$ cat src/hdl/assert_macros.svh
// Assertion shorthands shared by the RTL files.
// Each use needs clk in scope; SKT_ASSERT also needs rst_n.
`ifndef ASSERT_MACROS_SVH
`define ASSERT_MACROS_SVH

// Checked only while out of reset.
`define SKT_ASSERT(lbl, prop, msg) \
  lbl: assert property (@(posedge clk) disable iff (!rst_n) prop) else $error(msg);

// Checked at every edge, reset included.
`define SKT_ASSERT_RST(lbl, prop, msg) \
  lbl: assert property (@(posedge clk) prop) else $error(msg);

`endif

$ cat src/hdl/sktbl_pkg.sv
package sktbl_pkg;

  localparam int KeyW   = 64;
  localparam int FidW   = 32;
  localparam int StatW  = 2;
  localparam int UsedW  = 7;

  localparam logic [StatW-1:0] ST_OK   = 2'd0;
  localparam logic [StatW-1:0] ST_FULL = 2'd1;
  localparam logic [StatW-1:0] ST_DUP  = 2'd2;

  localparam logic MODE_REGISTER = 1'b0;
  localparam logic MODE_QUERY    = 1'b1;

  typedef struct packed {
    logic [KeyW-1:0] key;
    logic            permit;
    logic [FidW-1:0] fid_floor;
  } entry_t;

  typedef enum logic [2:0] {
    S_IDLE,
    S_SCAN,
    S_SHIFT,
    S_INSERT,
    S_RESP
  } state_t;

  typedef enum logic [2:0] {
    DP_HOLD,
    DP_LOAD,
    DP_SCAN,
    DP_SHIFT,
    DP_INSERT,
    DP_FINISH
  } dp_op_t;

  typedef struct packed {
    dp_op_t op;
  } dp_cmd_t;

  typedef struct packed {
    logic reject_full;
    logic q_mode;
    logic scan_stop;
    logic scan_hit;
    logic scan_at_end;
    logic shift_last;
    logic out_busy;
  } dp_stat_t;

endpackage

$ cat src/hdl/sktbl_ctrl.sv
`include "assert_macros.svh"

module sktbl_ctrl (
  input  logic                clk,
  input  logic                rst_n,
  input  logic                in_valid,
  output logic                in_ready,
  output sktbl_pkg::dp_cmd_t  cmd,
  input  sktbl_pkg::dp_stat_t stat
);

  import sktbl_pkg::*;

  state_t state_r;
  state_t state_nxt;

  always_ff @(posedge clk) begin
    if (!rst_n) begin
      state_r <= S_IDLE;
    end else begin
      state_r <= state_nxt;
    end
  end

  always_comb begin
    state_nxt = state_r;
    cmd.op    = DP_HOLD;
    in_ready  = 1'b0;
    unique case (state_r)
      S_IDLE: begin
        in_ready = 1'b1;
        if (in_valid) begin
          cmd.op    = DP_LOAD;
          state_nxt = stat.reject_full ? S_RESP : S_SCAN;
        end
      end
      S_SCAN: begin
        cmd.op = DP_SCAN;
        if (stat.scan_stop) begin
          if (stat.q_mode == MODE_REGISTER && !stat.scan_hit) begin
            state_nxt = stat.scan_at_end ? S_INSERT : S_SHIFT;
          end else begin
            state_nxt = S_RESP;
          end
        end
      end
      S_SHIFT: begin
        cmd.op = DP_SHIFT;
        if (stat.shift_last) begin
          state_nxt = S_INSERT;
        end
      end
      S_INSERT: begin
        cmd.op    = DP_INSERT;
        state_nxt = S_RESP;
      end
      S_RESP: begin
        if (!stat.out_busy) begin
          cmd.op    = DP_FINISH;
          state_nxt = S_IDLE;
        end
      end
      default: begin
        state_nxt = S_IDLE;
      end
    endcase
  end

  `SKT_ASSERT_RST(a_reset_idle, !rst_n |=> state_r == S_IDLE, "controller not idle after reset")
  `SKT_ASSERT(a_shift_exit, state_r == S_SHIFT |=> (state_r == S_SHIFT || state_r == S_INSERT), "shift left without insert")
  `SKT_ASSERT(a_ready_idle, in_ready |-> state_r == S_IDLE, "input taken outside idle")

endmodule

$ cat config.mk
export PLATFORM = sky130hd
export DESIGN_NAME = sktbl_ctrl
export DESIGN_NICKNAME = d
export VERILOG_FILES = /design/src/hdl/sktbl_pkg.sv /design/src/hdl/sktbl_ctrl.sv
export VERILOG_INCLUDE_DIRS = /design/src /design/src/hdl
export SDC_FILE = /design/constraint.sdc
export NUM_CORES = 1
export LEC_CHECK = 0
export BUFFER_PORTS_ARGS = -buffer_cell sky130_fd_sc_hd__buf_2
export CAP_MARGIN = 20
export CORE_AREA = 2 2 39 41
export CTS_BUF_LIST = sky130_fd_sc_hd__clkbuf_4
export DETAILED_ROUTE_END_ITERATION = 16
export DIE_AREA = 0 0 41 43
export SLEW_MARGIN = 15
export SYNTH_ARGS = -nofsm -noshare
export SYNTH_HDL_FRONTEND = slang
export SYNTH_SLANG_ARGS = --single-unit
export TNS_END_PERCENT = 30
$ cat constraint.sdc
create_clock -name clk -period 1.4 [get_ports clk]
set_input_delay 0.14 -clock clk [delete_from_list [all_inputs] [get_ports clk]]
set_output_delay 0.14 -clock clk [all_outputs]
set_load 0.01 [all_outputs]
==> results.md, run 1 <==
* Cell accounting for the most synthesized area: dfxtp_1
* Vias at 275
* Hold crit path type: in2reg
* Largest register by flop count: state_r
* Ranking of synthesized cells by area: dfxtp_1 (24%), mux2_2 (9.1%), a21oi_1 (6.1%)
* Syn. warnings at 0
* Drt total wl at 633 um
* Crit. End Element: flop
* Mux contribution to synthesized area at under 10%
* Final estimated routing congestion in global placement at approximately 0.8
* Status: finished clean
* Syn_area_per_cell at 8.258 um2
* Detail Placement HPWL at around 540 um
* Setup WS pre-CTS at 102.9 ps
* Synthesized netlist cell count at 30
* Post-Syn Nets at 40
* Worst-margin pin slew at around 370 ps
* Util after Layout at a little over a quarter
* Clk root buf: clkbuf_4
* First drt pass iteration count at 3
* Max_cap viols at 0
* CTS Buf Count at 3
* Final worst setup slack at between 40 and 50 ps
* XOR/XNOR Fraction of Synth Area at 0%
* Complex-gate fraction of the synthesized area at 24.75%
* Switching power total at just over 0.1 mW
* Layout cells sized above 1 at between 50% and 60%
* Clock group share of total power at 45.0%
* Slew headroom at around 75%
* Worst-Skew Late Latency at between 200 and 250 ps
* Initial Util at 17.90%
* Sink Count at 3
* Grt total ovfl at 0
* Hold WS at 191.4 ps
* Pwr/cell area at between 1000 and 1500 nW/um2
* Max reg flops at 3
* Largest registers: state_r x3
* Seq cells post-synth at 3
* Initial DRC count at 4
* Number of synthesized flops with an enable pin at 0
* Power Internal at 0.2755 mW
* DR vias/cell at between 4 and 5
* Vias in the first global route at approximately 320
* Final setup fails at 0
* Area after DPL at approximately 340 um2
* Port Buffer Count at 13
* Total power at between 0.3 and 0.4 mW
* Setup bufs post-CTS at 0
* CP Max Fanout at 9
* WP data required at around 1500 ps
* Die area at about 1800 um2
* Setup TNS at 0 ps
* Pin count of the biggest net entering global routing at 9
* Total GRT Usage at 10.01%
* Post-Synthesis Cell Area at approximately 250 um2
* Design Area, Final at 374.1 um2
* Count leader, synth: nand2_1
* Drc violations at 0
* Area grow syn2layout at 51.01%
* Post-synthesis simple-gate area fraction at approximately a third
* Synth top area share at about a quarter
* Post-synth top flop: dfxtp_1
* Top Ports at 14
* First-pass GRT wire length at approximately 1.1 mm
* Sw frac at between 20% and 30%
* Chip width at between 40 and 50 um
* Reg clk slew, reported paths at roughly 30 ps
* WP data arrival at roughly 1500 ps
* Cell Count Post-Placement at 61
* CTS H-Tree Depth at 1
* LEAKAGE at 0.1601 nW
* Layout Nets at between 50 and 60
* Hold Fails Final Rpt at 0
* Reg power frac at ~28%
* Synth Area in Adders at 0%
* Tmin final at between 1000 and 1500 ps
* Max-slew violations at 0
* Final worst path period share at between 90% and 100%
* Distinct cells, synth at 19
* Worst setup SP type: flop
* Top cells by count, synth: nand2_1 (4), a21oi_1 (3), dfxtp_1 (3)
* Combinational share of power at 27.1%
* Final setup skew at between 0.1 and 0.15 ps
* RSZ-0062 raised after global routing: no
* Avg WL per Cell at between 9 and 10 um
* Antenna Nets Post-Route at 0
* Critical path type: reg2reg
* CTS tree: yes
* Clock Path Buffers at 2
* Maximum vdd drop at between 0.3 and 0.4 mV
* Core Region at approximately 1400 um2
* Fin cells at 64
* FP Rows at 14
* N_diodes at 0
* Max Freq at about 740 MHz
* Async S/R FF share, synth at 0%
* Combinational family with the most area after synthesis: simple AND/OR/NAND/NOR gates
* Die height at 43 um
* Initial antenna violation count at 0
* Register area share after synthesis at about a quarter
-- per-layer routing --
metal | track usage (%) | part of all wire (%) | routed length [um] | vias up
met4 | 10.00 | 0 | 0 | 0
li1 | - | - | - | 146
met3 | 3.141 | 5.2 | 33 | 0
met1 | 10.51 | 46 | 291 | 122
met5 | 0 | 0 | 0 | -
met2 | 14.37 | 49 | 308 | 7
-- cells in the final DEF, fill, tap and decap left out, drive strengths merged --
master and instances:
a21oi 3, a31o 1, and2b 1, buf 16, clkbuf 4, dfxtp 3
mux2 2, nand2 4, nand2b 2, nor2 2, nor2b 1, nor3 2
o21bai 1, o221ai 1, o22ai 2, o32ai 1, or2b 1, or4b 1
-- critical path: stages, from the launching register on --
cell,delay (ps)
dfxtp_2,400
mux2_2,360
mux2_2,260
a31o_1,210
-- final timing paths --
path,slack (ps),startpoint,cells after the start,to
hold / removal,190,rst_n,3,state_r[1]
hold reg to reg,590,state_r[2],2,state_r[2]
setup / recovery,50,state_r[1],3,state_r[0]
setup reg to reg,50,state_r[1],3,state_r[0]
-- cell families (layout without fill, tap and decap cells) --
logic type             Yosys count  in the layout
AO/OA/AOI/OAI                    9              9
buffers and inverters            2             20
flip-flops                       3              3
multiplexers                     2              2
AND/OR/NAND/NOR                 14             14
-- power by group through the flow --
stage / sequential (mW) / clock, mW / combinational [mW]
2_1_floorplan: 0.0989 / 0 / 0.0622
3_3_place_gp: 0.104 / 0 / 0.102
3_5_place_dp: 0.104 / 0 / 0.103
4_1_cts: 0.104 / 0.177 / 0.103
5_1_grt: 0.107 / 0.185 / 0.114
6_report: 0.105 / 0.170 / 0.102
-- area by class of cell --
cell class / instances / area (um2)
repair buffers: 16 / 87.58
multi-input cells: 25 / 173.9
flip-flops and latches: 3 / 62.56
clock buffers: 4 / 30.03
well taps: 16 / 20.02
fillers: 160 / 1010
-- repair_timing --
| item | 4_1_cts | 5_1_grt |
|---|---|---|
| pin swaps | 1 | 1 |
| endpoints found under the setup margin | 1 | 2 |
| hold buffers | 0 | 0 |
| gates resized for setup | 2 | 2 |
Note: power is estimated with default switching activity, not from simulation.
==> run 2, diff against run 1 <==
Settings changed: BUFFER_PORTS_ARGS -buffer_cell sky130_fd_sc_hd__buf_2 to unset, DONT_BUFFER_PORTS set to 1.
==> run 2 against run 1 <==
Against the previous run: combinational power decreased by 34%; routed wire length decreased by 10%; worst hold slack got worse by 130 ps; core utilization decreased by 5.5 points; first-iteration DRC count increased by 50%; maximum frequency increased by 1.1%; critical path depth unchanged; sequential power about the same; highest routed layer unchanged.
==> results.md, run 2 (same netlist as run 1, synthesis figures left out) <==
* Status: finished clean
* Clk root buf: clkbuf_4
* LEAKAGE at 0.1008 nW (-37%)
* Vias in the first global route at 248 (-22%)
* Worst-margin pin slew at 382.7 ps (+11.03 ps)
* Port Buffer Count at 0 (-13)
* Final estimated routing congestion in global placement at 0.6727 (-16%)
* Total power at 0.3392 mW (-10%)
* WP data required at 1260 ps (-260 ps)
* Core Region at 1384 um2 (unchanged)
* Setup TNS at 0 ps (unchanged)
* Reg2reg setup slack at 100 ps (+50 ps)
* Initial DRC count at 6 (+2)
* Max_cap viols at 0 (unchanged)
* Util after Layout at 21.52% (-5.5 points)
* Tmin final at 1336 ps (-15.11 ps)
* Slowest cell on crit path: dfxtp_1
* Layout cells sized above 1 at 32.35% (-26 points)
* Most frequent cells in the layout: nand2_1 (4), clkbuf_4 (4), dfxtp_1 (3)
* Final setup skew at 0.2830 ps (+0.1340 ps)
* CP Max Fanout at 6 (-3)
* FP Rows at 14 (unchanged)
* CP top delay family: flip-flops
* Final worst path period share at 95.46% (-1.1 points)
* CTS tree: yes
* Worst setup SP type: flop
* Fillers at 154 (-3.8%)
* RSZ-0062 raised after global routing: no
* Die area at 1763 um2 (unchanged)
* DR vias/cell at 4.700 (+9.4%)
* CTS Hold Bufs at 0 (unchanged)
* Pin count of the biggest net entering global routing at 9 (unchanged)
* Max reg flops at 3 (unchanged)
* Top Ports at 14 (unchanged)
* Total GRT Usage at 7.916% (-2.1 points)
* Critical path type: reg2out
* N_diodes at 0 (unchanged)
* Drt total wl at 569 um (-10%)
* Clock Path Buffers at 2 (unchanged)
* Avg WL per Cell at 11.38 um (+15%)
* Maximum vdd drop at 0.2005 mV (-40%)
* Setup bufs post-CTS at 0 (unchanged)
* Slew headroom at 74.41% (-0.74 points)
* Grt total ovfl at 0 (unchanged)
* First drt pass iteration count at 4 (+1)
* Crit path cell chain: buf_4 -> or2b_1 -> a21oi_2
* Max Freq at 748.3 MHz (+1.1%)
* Setup WS pre-CTS at 106.9 ps (+4.014 ps)
* Worst-Skew Late Latency at 230 ps (about the same)
* Hold crit path type: in2reg
* WP data arrival at 1200 ps (-270 ps)
* Fin cells at 50 (-22%)
* Detail Placement HPWL at 482.5 um (-11%)
* Cell Count Post-Placement at 46 (-25%)
* First-pass GRT wire length at 876 um (-23%)
* Initial Util at 17.90% (unchanged)
* Chip width at 41 um (unchanged)
* Worst path bufs/invs at 1 (+1)
* Antenna Nets Post-Route at 0 (unchanged)
* Pwr/cell area at 1139 nW/um2 (+13%)
* Largest register by flop count: state_r
* CTS H-Tree Depth at 1 (unchanged)
* CP max stage delay at 370 ps (-30 ps)
* Layout Nets at 45 (-24%)
* Final worst setup slack at 63.62 ps (+15.11 ps)
* Reg clk slew, reported paths at 40 ps (about the same)
* Area grow syn2layout at 20.20%
* Crit. End Element: output port
* Initial antenna violation count at 0 (unchanged)
* Hold Fails Final Rpt at 0 (unchanged)
* Drc violations at 0 (unchanged)
* Vias at 235 (-15%)
* CTS Buf Count at 3 (unchanged)
* Max-slew violations at 0 (unchanged)
* Final setup fails at 0 (unchanged)
* Die height at 43 um (unchanged)
* Sink Count at 3 (unchanged)
* Largest registers: state_r x3
## run 2: power by group
group	switching, mW	internal (mW)	total, mW
Sequential	0.0115	0.0926	0.104
Clock	0.0419	0.126	0.168
Combinational	0.0354	0.0319	0.0673
## run 2: what timing repair did
action                     in CTS  in global routing
setup endpoints to repair       1                  1
resized for setup               1                  0
pin swaps                       0                  1
## run 2: layer usage
| layer | wire length, um | global-route usage [%] | part of all wire (%) | vias to the layer above |
|---|---|---|---|---|
| met3 | 85 | 5.236 | 15 | 0 |
| met5 | 0 | 0 | 0 | - |
| met4 | 0 | 10.00 | 0 | 0 |
| met1 | 188 | 5.431 | 33 | 106 |
| li1 | - | - | - | 118 |
| met2 | 296 | 11.56 | 52 | 11 |
## run 2: final timing paths
kind,cells after the start,to,start
worst max-delay path,3,cmd[1],state_r[1]
worst min-delay path,2,state_r[2],stat[0]
worst max register to register,3,state_r[0],state_r[1]
worst min register to register,2,state_r[2],state_r[2]
## run 2: worst register-to-register path: cells and delay by family (launching register included)
| family | cells | cell delay, ps |
|---|---|---|
| AO/OA/AOI/OAI | 1 | 210 |
| flip-flops | 1 | 370 |
| multiplexers | 2 | 620 |
## run 2: cell type report
cell class / instances / area [um2] / area share, %
repair buffers: 2 / 15.01 / 5.042
flip-flops and latches: 3 / 60.06 / 20.17
clock buffers: 4 / 30.03 / 10.08
multi-input cells: 25 / 172.7 / 57.98
well taps: 16 / 20.02 / 6.723
## run 2: stage by stage
stage               hold WS (ps)  area (um2)
finish                     65.79       297.8
global placement           299.3       264.0
floorplan                  291.0       247.7
global route               65.83       297.8
detailed placement         301.4       264.0
CTS                        56.07       297.8
